<file path="src/sv/ffba_pkg.sv">
`default_nettype none
package ffba_pkg;

   // result status codes
   localparam logic [2:0] ST_OK      = 3'd0;
   localparam logic [2:0] ST_ZERO    = 3'd1;
   localparam logic [2:0] ST_HEAP    = 3'd2;
   localparam logic [2:0] ST_TABLE   = 3'd3;
   localparam logic [2:0] ST_BADFREE = 3'd4;

   // request opcodes
   localparam logic OP_ALLOC = 1'b0;
   localparam logic OP_FREE  = 1'b1;

   // configuration register indexes (byte address bit 2)
   localparam logic REG_HEAP_LIMIT   = 1'b0;
   localparam logic REG_HEADER_BYTES = 1'b1;

   // fixed field widths
   localparam int SIZE_W   = 24;
   localparam int INDEX_W  = 6;
   localparam int LIMIT_W  = 25;
   localparam int HEADER_W = 7;
   localparam int SUM_W    = 26;

   localparam logic [LIMIT_W-1:0]  HEAP_LIMIT_RESET   = 25'd16777216;
   localparam logic [HEADER_W-1:0] HEADER_BYTES_RESET = 7'd24;

   localparam int MAX_BLOCKS_DEFAULT = 64;
   localparam int ADDR_BITS_DEFAULT  = 24;

endpackage
`default_nettype wire

</file>
<file path="src/sv/first_fit_block_allocator_unit.sv">
// channel   handshake                 payload
// req       req_valid / req_stall     req_op, req_alloc_size, req_block_index
// rsp       rsp_valid / rsp_stall     rsp_status, rsp_payload_address,
//                                     rsp_granted_index, rsp_reused
// csr       psel penable pwrite pready paddr, pwdata, prdata
//
// One request at a time. A free reads the indexed entry and checks it before
// its result, or goes straight to the result when the index is past the table;
// an allocate scans the table entries (up to MAX_BLOCKS, 0 for a zero size),
// one entry per cycle through the single-port read of the block table memory,
// and tries to append a new entry when no free entry fits.
// Reset (synchronous) empties the table and sets heap top to zero; no
// clearing pass is needed since only entries below the count are read.
// A finished result waits in the output register while the next request
// is taken; a stalled result holds the block only when a second one is ready.
`default_nettype none
module first_fit_block_allocator_unit #(
   parameter int MAX_BLOCKS = ffba_pkg::MAX_BLOCKS_DEFAULT,
   parameter int ADDR_BITS  = ffba_pkg::ADDR_BITS_DEFAULT
) (
   input  wire logic                          clock,
   input  wire logic                          reset,

   input  wire logic                          req_valid,
   output logic                               req_stall,
   input  wire logic                          req_op,
   input  wire logic [ffba_pkg::SIZE_W-1:0]   req_alloc_size,
   input  wire logic [ffba_pkg::INDEX_W-1:0]  req_block_index,

   output logic                               rsp_valid,
   input  wire logic                          rsp_stall,
   output logic [2:0]                         rsp_status,
   output logic [ffba_pkg::SIZE_W-1:0]        rsp_payload_address,
   output logic [ffba_pkg::INDEX_W-1:0]       rsp_granted_index,
   output logic                               rsp_reused,

   input  wire logic                          psel,
   input  wire logic                          penable,
   input  wire logic                          pwrite,
   input  wire logic [2:0]                    paddr,
   input  wire logic [31:0]                   pwdata,
   output logic [31:0]                        prdata,
   output logic                               pready
);

   localparam int SIZE_W = ffba_pkg::SIZE_W;
   localparam int SUM_W  = ffba_pkg::SUM_W;
   localparam int IDX_W  = $clog2(MAX_BLOCKS);
   localparam int CNT_W  = $clog2(MAX_BLOCKS + 1);
   localparam int TOP_W  = (ADDR_BITS >= 25) ? 25 : ADDR_BITS + 1;
   localparam int WORD_W = SIZE_W + TOP_W + 1;
   localparam logic [SUM_W-1:0] ADDR_SPAN =
      (ADDR_BITS >= 25) ? 26'd33554432 : (26'd1 << ADDR_BITS);

   localparam logic [2:0] S_IDLE     = 3'd0;
   localparam logic [2:0] S_FREE_CHK = 3'd1;
   localparam logic [2:0] S_SCAN     = 3'd2;
   localparam logic [2:0] S_APPEND   = 3'd3;
   localparam logic [2:0] S_RESULT   = 3'd4;

   // configuration registers
   logic [ffba_pkg::LIMIT_W-1:0]  heap_limit_ff;
   logic [ffba_pkg::HEADER_W-1:0] header_bytes_ff;
   logic                          cfg_write;

   assign pready    = 1'b1;
   assign cfg_write = psel & penable & pwrite;

   always_ff @(posedge clock) begin
      if (reset) begin
         heap_limit_ff   <= ffba_pkg::HEAP_LIMIT_RESET;
         header_bytes_ff <= ffba_pkg::HEADER_BYTES_RESET;
      end else if (cfg_write) begin
         unique case (paddr[2])
            ffba_pkg::REG_HEAP_LIMIT:   heap_limit_ff   <= pwdata[ffba_pkg::LIMIT_W-1:0];
            ffba_pkg::REG_HEADER_BYTES: header_bytes_ff <= pwdata[ffba_pkg::HEADER_W-1:0];
            default: ;
         endcase
      end
   end

   always_comb begin
      unique case (paddr[2])
         ffba_pkg::REG_HEAP_LIMIT:   prdata = 32'(heap_limit_ff);
         ffba_pkg::REG_HEADER_BYTES: prdata = 32'(header_bytes_ff);
         default:                    prdata = '0;
      endcase
   end

   // block table memory: {size, start, free}
   logic [WORD_W-1:0] entry_mem_ff [MAX_BLOCKS];
   logic [WORD_W-1:0] mem_rdata_ff;
   logic              mem_re;
   logic [IDX_W-1:0]  mem_raddr;
   logic              mem_we;
   logic [IDX_W-1:0]  mem_waddr;
   logic [WORD_W-1:0] mem_wdata;

   always_ff @(posedge clock) begin
      if (mem_we) begin
         entry_mem_ff[mem_waddr] <= mem_wdata;
      end
      if (mem_re) begin
         mem_rdata_ff <= entry_mem_ff[mem_raddr];
      end
   end

   logic              rd_free;
   logic [TOP_W-1:0]  rd_start;
   logic [SIZE_W-1:0] rd_size;

   assign rd_free  = mem_rdata_ff[0];
   assign rd_start = mem_rdata_ff[TOP_W:1];
   assign rd_size  = mem_rdata_ff[WORD_W-1:TOP_W+1];

   // control and request state
   logic [2:0]                     state_ff, state_in;
   logic [CNT_W-1:0]               count_ff, count_in;
   logic [TOP_W-1:0]               heap_top_ff, heap_top_in;
   logic [IDX_W-1:0]               ptr_ff, ptr_in;
   logic [SIZE_W-1:0]              size_ff, size_in;
   logic [ffba_pkg::INDEX_W-1:0]   index_ff, index_in;
   logic [SUM_W-1:0]               base_ff, base_in;
   logic [SUM_W-1:0]               limit_ff, limit_in;

   logic [2:0]                     res_status_ff, res_status_in;
   logic [SIZE_W-1:0]              res_addr_ff, res_addr_in;
   logic [ffba_pkg::INDEX_W-1:0]   res_index_ff, res_index_in;
   logic                           res_reused_ff, res_reused_in;

   logic                           rsp_valid_ff, rsp_valid_in;
   logic [2:0]                     rsp_status_ff, rsp_status_in;
   logic [SIZE_W-1:0]              rsp_addr_ff, rsp_addr_in;
   logic [ffba_pkg::INDEX_W-1:0]   rsp_index_ff, rsp_index_in;
   logic                           rsp_reused_ff, rsp_reused_in;

   logic                           req_take;
   logic                           free_in_range;
   logic                           scan_hit;
   logic                           scan_last;
   logic [SUM_W-1:0]               new_top;
   logic [SUM_W-1:0]               limit_cap;
   logic                           rsp_load;

   assign req_stall = (state_ff != S_IDLE);
   assign req_take  = req_valid & ~req_stall;

   assign free_in_range = (32'(req_block_index) < 32'(count_ff)) &&
                          (32'(req_block_index) < 32'(MAX_BLOCKS));
   assign scan_hit  = rd_free && (rd_size >= size_ff);
   assign scan_last = ((32'(ptr_ff) + 32'd1) == 32'(count_ff));
   assign new_top   = base_ff + SUM_W'(size_ff);
   assign limit_cap = (SUM_W'(heap_limit_ff) < ADDR_SPAN) ? SUM_W'(heap_limit_ff) : ADDR_SPAN;
   assign rsp_load  = ~rsp_valid_ff | ~rsp_stall;

   always_comb begin
      state_in      = state_ff;
      count_in      = count_ff;
      heap_top_in   = heap_top_ff;
      ptr_in        = ptr_ff;
      size_in       = size_ff;
      index_in      = index_ff;
      base_in       = base_ff;
      limit_in      = limit_ff;
      res_status_in = res_status_ff;
      res_addr_in   = res_addr_ff;
      res_index_in  = res_index_ff;
      res_reused_in = res_reused_ff;
      rsp_valid_in  = rsp_valid_ff & rsp_stall;
      rsp_status_in = rsp_status_ff;
      rsp_addr_in   = rsp_addr_ff;
      rsp_index_in  = rsp_index_ff;
      rsp_reused_in = rsp_reused_ff;
      mem_re        = 1'b0;
      mem_raddr     = '0;
      mem_we        = 1'b0;
      mem_waddr     = ptr_ff;
      mem_wdata     = {rd_size, rd_start, 1'b0};

      unique case (state_ff)
         S_IDLE: begin
            if (req_take) begin
               size_in       = req_alloc_size;
               index_in      = req_block_index;
               ptr_in        = '0;
               base_in       = SUM_W'(heap_top_ff) + SUM_W'(header_bytes_ff);
               limit_in      = limit_cap;
               res_addr_in   = '0;
               res_reused_in = 1'b0;
               if (req_op == ffba_pkg::OP_FREE) begin
                  res_index_in = req_block_index;
                  mem_re       = 1'b1;
                  mem_raddr    = IDX_W'(req_block_index);
                  if (free_in_range) begin
                     state_in = S_FREE_CHK;
                  end else begin
                     res_status_in = ffba_pkg::ST_BADFREE;
                     state_in      = S_RESULT;
                  end
               end else begin
                  res_index_in = '0;
                  mem_re       = 1'b1;
                  mem_raddr    = '0;
                  if (req_alloc_size == '0) begin
                     res_status_in = ffba_pkg::ST_ZERO;
                     state_in      = S_RESULT;
                  end else if (count_ff == '0) begin
                     state_in = S_APPEND;
                  end else begin
                     state_in = S_SCAN;
                  end
               end
            end
         end

         S_FREE_CHK: begin
            if (rd_free) begin
               res_status_in = ffba_pkg::ST_BADFREE;
            end else begin
               res_status_in = ffba_pkg::ST_OK;
               mem_we        = 1'b1;
               mem_waddr     = IDX_W'(index_ff);
               mem_wdata     = {rd_size, rd_start, 1'b1};
            end
            state_in = S_RESULT;
         end

         S_SCAN: begin
            // prefetch the next entry while checking this one
            mem_re    = 1'b1;
            mem_raddr = ptr_ff + IDX_W'(1);
            if (scan_hit) begin
               mem_we        = 1'b1;
               mem_waddr     = ptr_ff;
               mem_wdata     = {rd_size, rd_start, 1'b0};
               res_status_in = ffba_pkg::ST_OK;
               res_addr_in   = SIZE_W'(rd_start);
               res_index_in  = ffba_pkg::INDEX_W'(ptr_ff);
               res_reused_in = 1'b1;
               state_in      = S_RESULT;
            end else if (scan_last) begin
               state_in = S_APPEND;
            end else begin
               ptr_in = ptr_ff + IDX_W'(1);
            end
         end

         S_APPEND: begin
            // heap check goes before the table check
            if (new_top > limit_ff) begin
               res_status_in = ffba_pkg::ST_HEAP;
            end else if (32'(count_ff) >= 32'(MAX_BLOCKS)) begin
               res_status_in = ffba_pkg::ST_TABLE;
            end else begin
               mem_we        = 1'b1;
               mem_waddr     = IDX_W'(count_ff);
               mem_wdata     = {size_ff, TOP_W'(base_ff), 1'b0};
               count_in      = count_ff + CNT_W'(1);
               heap_top_in   = TOP_W'(new_top);
               res_status_in = ffba_pkg::ST_OK;
               res_addr_in   = SIZE_W'(TOP_W'(base_ff));
               res_index_in  = ffba_pkg::INDEX_W'(count_ff);
            end
            state_in = S_RESULT;
         end

         S_RESULT: begin
            // hold until the output register frees up
            if (rsp_load) begin
               rsp_valid_in  = 1'b1;
               rsp_status_in = res_status_ff;
               rsp_addr_in   = res_addr_ff;
               rsp_index_in  = res_index_ff;
               rsp_reused_in = res_reused_ff;
               state_in      = S_IDLE;
            end
         end

         default: begin
            state_in = S_IDLE;
         end
      endcase
   end

   always_ff @(posedge clock) begin
      if (reset) begin
         state_ff     <= S_IDLE;
         count_ff     <= '0;
         heap_top_ff  <= '0;
         rsp_valid_ff <= 1'b0;
      end else begin
         state_ff     <= state_in;
         count_ff     <= count_in;
         heap_top_ff  <= heap_top_in;
         rsp_valid_ff <= rsp_valid_in;
      end
   end

   always_ff @(posedge clock) begin
      ptr_ff        <= ptr_in;
      size_ff       <= size_in;
      index_ff      <= index_in;
      base_ff       <= base_in;
      limit_ff      <= limit_in;
      res_status_ff <= res_status_in;
      res_addr_ff   <= res_addr_in;
      res_index_ff  <= res_index_in;
      res_reused_ff <= res_reused_in;
      rsp_status_ff <= rsp_status_in;
      rsp_addr_ff   <= rsp_addr_in;
      rsp_index_ff  <= rsp_index_in;
      rsp_reused_ff <= rsp_reused_in;
   end

   assign rsp_valid           = rsp_valid_ff;
   assign rsp_status          = rsp_status_ff;
   assign rsp_payload_address = rsp_addr_ff;
   assign rsp_granted_index   = rsp_index_ff;
   assign rsp_reused          = rsp_reused_ff;

endmodule
`default_nettype wire

</file>
<file path="config.mk">
export PLATFORM = sky130hd
export DESIGN_NAME = first_fit_block_allocator_unit
export DESIGN_NICKNAME = d
export VERILOG_FILES = /design/src/sv/ffba_pkg.sv /design/src/sv/first_fit_block_allocator_unit.sv
export SDC_FILE = /design/constraint.sdc
export NUM_CORES = 2
export LEC_CHECK = 0
export BUFFER_PORTS_ARGS = -buffer_cell sky130_fd_sc_hd__clkbuf_2
export CAP_MARGIN = 20
export CELL_PAD_IN_SITES_DETAIL_PLACEMENT = 2
export CELL_PAD_IN_SITES_GLOBAL_PLACEMENT = 2
export CORE_MARGIN = 4
export CORE_UTILIZATION = 40
export CTS_BUF_LIST = sky130_fd_sc_hd__clkbuf_8 sky130_fd_sc_hd__clkbuf_16
export CTS_CLUSTER_SIZE = 25
export DETAILED_ROUTE_END_ITERATION = 16
export HOLD_SLACK_MARGIN = 0.05
export PLACE_DENSITY_LB_ADDON = 0.1
export SLEW_MARGIN = 20
export SYNTH_ARGS = -nofsm -noshare
export SYNTH_HDL_FRONTEND = slang
export SYNTH_SLANG_ARGS = --single-unit
</file>
<file path="constraint.sdc">
create_clock -name clock -period 14.15 [get_ports clock]
set_clock_uncertainty 0.05 [all_clocks]
set_input_delay 0.7075 -clock clock [delete_from_list [all_inputs] [get_ports clock]]
set_output_delay 0.7075 -clock clock [all_outputs]
set_load 0.005 [all_outputs]
</file>
=== Word-level counts from Yosys, hierarchy flattened ===
Memory sizes are Yosys's and may differ from the RTL's. A register that Yosys moved wholly into a read port is not among the register bits.
Index checks and enable logic that the tools add are counted.

* Register bits: 224
* Output and inout port bits: 69
* Memories: 1
* Memory bits (writable): 3200
* Logic and storage cells: 134

* Magnitude comparators: 5
* Bitwise gates (word level): 11
* Eq/ne operators: 15
* $add $sub $neg: 5
* Muxes and demuxes: 58
* Reductions and logical operators: 19

{| class="wikitable"
|+ Memories
! memory !! depth !! bits a word !! read ports !! clocked after Yosys merged registers in !! wr ports !! RTL line !! source
|-
| entry_mem_ff || 64 || 50 || 1 || 1 || 1 || first_fit_block_allocator_unit.sv:91 || <nowiki>logic [WORD_W-1:0] entry_mem_ff [MAX_BLOCKS];</nowiki>
|}

{| class="wikitable"
|+ Operators with widths
! operator !! count
|-
| $mux W50 || 2
|-
| $pmux W50 S2 || 1
|-
| $mux W24 || 4
|-
| $mux W6 || 12
|-
| $pmux W24 S3 || 1
|-
| $pmux W32 S2 || 1
|-
| $mux W3 || 13
|-
| $pmux W6 S2 || 3
|-
| $add A25 B7 Y26 || 1
|-
| $add A26 B24 Y26 || 1
|-
| $gt A26 B26 Y1 || 1
|-
| $lt A25 B25 Y1 const B || 1
|-
| $ge A24 B24 Y1 || 1
|-
| $logic_not A24 Y1 || 1
|-
| $pmux W3 S4 || 2
|-
| $pmux W6 S3 || 1
|-
| $ne A2 B2 Y1 const B || 7
|-
| $mux W1 || 13
|-
| $reduce_and A5 Y1 || 2
|-
| $ne A3 B3 Y1 const B || 3
|-
| $reduce_and A3 Y1 || 3
|-
| $reduce_and A2 Y1 || 4
|-
| $add A6 B1 Y7 const B || 1
|-
| $add A7 B1 Y7 const B || 1
|-
| other kinds (21) || 33
|}

=== Depth between registers and ports, before layout ===
* Depth in word-level cells: 6
* Gate-level depth with buffers: 24
* Depth with buffers taken out: 20

=== Worst setup path after synthesis ===
No wires, ideal clock.

* Path type: register to register
* Start: register size_ff[0]
* End: memory entry_mem_ff[52][0] (netlist bit) (enable)
* Arrival: 9.787 ns
* Library setup time: 0.577 ns
* Stages on the path, launching flop included: 23
* Path buffers: 2
* Clock period less this slack: 10.414 ns
* Required time: 13.523 ns
* Setup slack: 3.736 ns
* Cells stage by stage: edfxtp_1 -> ha_1 -> fa_1 -> a21o_1 -> a21oi_1 -> o21ai_0 -> a211oi_1 -> o211ai_1 -> a21o_1 -> a31oi_1 -> xnor2_1 -> ha_1 -> and3_1 -> a221o_1 -> a31oi_1 -> o221ai_1 -> or3_1 -> buf_2 -> nor4_1 -> o21ai_0 -> a21o_1 -> buf_1 -> nor4_1

* Cells in the longest elaborated chain, start to end: 6

{| class="wikitable"
|+ Ends and longest elaborated chain
! element !! RTL line !! source
|-
| from (decl) || first_fit_block_allocator_unit.sv:121 || <nowiki>logic [SIZE_W-1:0] size_ff, size_in;</nowiki>
|-
| from (signal assigned) || first_fit_block_allocator_unit.sv:301 || <nowiki>size_ff <= size_in;</nowiki>
|-
| $add A26 B24 Y26 * || first_fit_block_allocator_unit.sv:152 || <nowiki>assign new_top = base_ff + SUM_W'(size_ff);</nowiki>
|-
| via new_top[24] || first_fit_block_allocator_unit.sv:141 || <nowiki>logic [SUM_W-1:0] new_top;</nowiki>
|-
| $gt A26 B26 Y1 * || first_fit_block_allocator_unit.sv:250 || <nowiki>if (new_top > limit_ff) begin</nowiki>
|-
| $mux W1 || first_fit_block_allocator_unit.sv:250 ||
|-
| $pmux W1 S3 || first_fit_block_allocator_unit.sv:180 || <nowiki>unique case (state_ff)</nowiki>
|-
| $mux W1 || first_fit_block_allocator_unit.sv:100 || <nowiki>if (mem_we) begin</nowiki>
|-
| $mux W1 (not written as such) || first_fit_block_allocator_unit.sv:101 || <nowiki>entry_mem_ff[mem_waddr] <= mem_wdata;</nowiki>
|-
| to (decl) || first_fit_block_allocator_unit.sv:91 ||
|}

Mark *: on every way through the listed nets, which the timed path passes. The rest lies on a longest branch.

=== Worst setup path after layout ===
* Start: register base_ff[0]
* End: memory entry_mem_ff[8][6] (netlist bit) (enable)

* Cells in the longest elaborated chain, start to end: 6

{| class="wikitable"
|+ Ends and longest elaborated chain
! element !! RTL line !! source
|-
| from (decl) || first_fit_block_allocator_unit.sv:123 || <nowiki>logic [SUM_W-1:0] base_ff, base_in;</nowiki>
|-
| from (signal assigned) || first_fit_block_allocator_unit.sv:303 || <nowiki>base_ff <= base_in;</nowiki>
|-
| $add A26 B24 Y26 * || first_fit_block_allocator_unit.sv:152 ||
|-
| via new_top[24] || first_fit_block_allocator_unit.sv:141 ||
|-
| $gt A26 B26 Y1 * || first_fit_block_allocator_unit.sv:250 ||
|-
| $mux W1 || first_fit_block_allocator_unit.sv:250 ||
|-
| $pmux W1 S3 || first_fit_block_allocator_unit.sv:180 ||
|-
| $mux W1 || first_fit_block_allocator_unit.sv:100 ||
|-
| $mux W1 (not written as such) || first_fit_block_allocator_unit.sv:101 ||
|}

Marks and branches as above.

==> flow_summary.json <==
{
  "ys_seq_area_frac": 0.736,
  "crit_type": "reg2reg",
  "overflow": 0,
  "cts_setup_buffers": 0,
  "drive_above_1_share": 0.102,
  "start_kind": "register",
  "synth_cells": 10900,
  "postRouteAntennaNets": 0,
  "internal_power_uw": 18500,
  "wl_met3_mm": 26.9,
  "timing.setup.tns_ns": 0,
  "syn_avg_cell_area_um2": 12.7,
  "synth_top_cell_area_share": 0.727,
  "wl_met1_mm": 221,
  "endpoint_kind": "register",
  "portBuffers": 124,
  "power_density_nw_per_um2": 165,
  "drt_iter0_drc": 9048,
  "fin_nets": 11200,
  "cts.clk_slew.worst_paths_ns": 0.06,
  "p_seq_frac": 0.464,
  "post_cts_resized": 0,
  "max_slew.worst_pin.slew_ns": 1.21,
  "drv_slew": 0,
  "path_cells": "ha_1 > fa_1 > a21o_1 > a21oi_1 > o21ai_0 > a211oi_1 > buf_4 > o211ai_1 > a21o_1 > a31oi_1 > xnor2_1 > ha_1 > and3_1 > a221o_1 > a31oi_1 > o221ai_1 > or3_1 > nor3_4 > buf_4 > a221o_1 > buf_4 > nand4_1 > nor2_4 > buf_4",
  "hp-class": "in2reg",
  "synthDistinctLibCells": 78,
  "die_width_um": 595,
  "drc": 0,
  "maxCapViolCount": 0,
  "fin_cells": 15900,
  "place_inst": 15200,
  "grt_max_degree": 162,
  "core_area_um2": 343000,
  "netlist_area_um2": 138000,
  "whs_ns": 0.219,
  "ys_ff_latch": 3408,
  "max_freq_ghz": 0.101,
  "met2_wirelength_mm": 255,
  "finalCriticalPeriod_ns": 9.89,
  "num_vias": 96000,
  "cts_buffers": 382,
  "slowest_delay_ns": 1.12,
  "yosysTopAreaCell": "edfxtp_1",
  "wl_per_cell_um": 33.0,
  "top_layer": "met5",
  "fill_cells": 33500,
  "antenna_found_initial": 20,
  "yosysMostFrequentCell": "nand2_1",
  "p_sw_frac": 0.292,
  "period_share": 0.699,
  "ctsHoldBuffers": 58,
  "relSlewSlack": 0.185,
  "finalHoldViolations": 0,
  "clock_path_buffers": 4,
  "grt_usage": 0.290,
  "slowest_stage": "nor2_4",
  "cts_tree": "done",
  "ios": 142,
  "viasPerCell": 6.02,
  "synth_area_leaders": "edfxtp_1, nand2_1, nand3_1",
  "grt_pass1_wl_mm": 751,
  "status": "complete, no violations",
  "drtPass1Iterations": 8,
  "cts_root_buf": "clkbuf_16",
  "wl_mm": 526,
  "synth_ff_type": "edfxtp_1",
  "area_growth_pct": 14.5,
  "insertion_delay_ns": 0.96,
  "synth_edf_count": 3340,
  "hpwl_mm": 291,
  "yosysWarningCount": 0,
  "required_ns": 14.64,
  "cp.arrival_ns": 10.37,
  "ys_async_sr_fraction": 0,
  "htreeDepth": 5,
  "path_max_fanout": 58,
  "initial_core_util": 0.402,
  "rsz0062_at_grt": "no",
  "total_power_uw": 26100,
  "die_h_um": 595,
  "path_common_cell": "buf_4",
  "yosys-top-cells-count": "nand2_1, edfxtp_1, nand3_1",
  "p_sw_uw": 7610,
  "cts_sinks": 3408,
  "clkPwrFrac": 0.377,
  "p_comb_frac": 0.159,
  "die_area_um2": 355000,
  "peakVddDrop_mv": 0.108,
  "setup_viol": 0,
  "gp_congestion": 0.841,
  "grt_pass1_vias": 104000,
  "leakage_uw": 0.0543,
  "row_count": 215
}
## logic make-up after synthesis
logic type,synth area share
and+or+nand+nor,0.172
DFF,0.736
AOI/OAI and AO/OA,0.0540
buffers and inverters,0.0240
adders and majority gates,0.00827
xor gates and xnor gates,0.00374
muxes,0.00130
other,0.0000544
## critical path, delay by kind of cell (launching register included)
family                     cells  cell delay (ns)
and+or+nand+nor                5             2.96
xor gates and xnor gates       1             0.20
adders and majority gates      3             0.98
DFF                            1             0.46
buffers and inverters          4             2.01
AOI/OAI and AO/OA             11             2.71
## area by class of cell
class / instances / area [um2] / area share
antenna: 13 / 32.5 / 0.000206
clock buffer: 390 / 9740 / 0.0616
clock inverter: 305 / 2430 / 0.0154
inverter: 81 / 304 / 0.00192
multi-input combinational: 6667 / 34100 / 0.216
sequential: 3408 / 102000 / 0.643
tap: 4557 / 5700 / 0.0361
timing repair buffer: 516 / 4030 / 0.0255
## cells in the final DEF, fill, tap and decap left out, types with 11 or more instances in the layout
master / netlist / layout
o211ai_1: 11 / 11
a31oi_1: 62 / 60
nand4_1: 22 / 22
nor3_1: 90 / 53
clkinv_1: 1 / 69
nor2b_1: 50 / 50
buf_4: 9 / 308
nor4_2: 8 / 20
a22o_1: 23 / 23
and3_1: 206 / 205
edfxtp_1: 3340 / 3340
inv_1: 79 / 178
nor3_2: 6 / 37
o21ai_0: 65 / 40
nand3_1: 1599 / 1599
nor2_1: 67 / 58
bufinv_16: 0 / 35
o21ai_4: 0 / 27
clkbuf_2: 0 / 124
xor2_1: 16 / 16
ha_1: 88 / 88
diode_2: 0 / 13
o21a_1: 14 / 13
a311oi_1: 535 / 533
dfxtp_1: 68 / 68
xnor2_1: 43 / 43
nor4_1: 33 / 13
a21o_1: 19 / 18
nand2_2: 1 / 22
buf_12: 0 / 22
nand2b_1: 14 / 14
a21oi_1: 192 / 189
clkinv_2: 0 / 74
clkbuf_16: 0 / 388
nand2_1: 3390 / 3364
dlygate4sd3_1: 0 / 58
## routing by layer
metal	vias up	track usage
met4	4	0.113
met3	873	0.0321
met2	2918	0.486
met1	51800	0.387
met5	-	0
li1	40400	-
## power groups by stage
stage | clock, uW | combinational [uW] | sequential, uW
2_1_floorplan | 0 | 2080 | 12300
3_3_place_gp | 0 | 3920 | 12300
3_5_place_dp | 0 | 4080 | 12300
4_1_cts | 9990 | 4130 | 12100
5_1_grt | 10400 | 4420 | 12100
6_report | 9820 | 4150 | 12100
## registers in the layout, summed over array words and instances (netlist names), 25 cells and up
register       cells
heap_top_ff       25
mem_rdata_ff      49
base_ff           26
heap_limit_ff     25
limit_ff          25
entry_mem_ff    3136
## worst paths after layout
path                   startpoint                 endpoint  slack, ns  cells past startpoint
setup / recovery       base_ff[0]       entry_mem_ff[8][6]       4.26                     24
hold / removal            penable         heap_limit_ff[4]       0.22                      5
setup reg to reg       base_ff[0]       entry_mem_ff[8][6]       4.26                     24
hold reg to reg   res_addr_ff[19]  rsp_payload_address[19]       0.37                      0
## per-stage QoR
stage | worst slack [ns] | util | instance area, um2
after floorplan | 3.74 | - | 138000
after global placement | 4.33 | 0.423 | 145000
after detailed placement | 4.16 | 0.423 | 145000
after CTS | 4.09 | 0.460 | 158000
after global routing | 3.77 | 0.460 | 158000
final | 4.26 | 0.460 | 158000
Note: power is estimated with default switching activity, not from simulation.
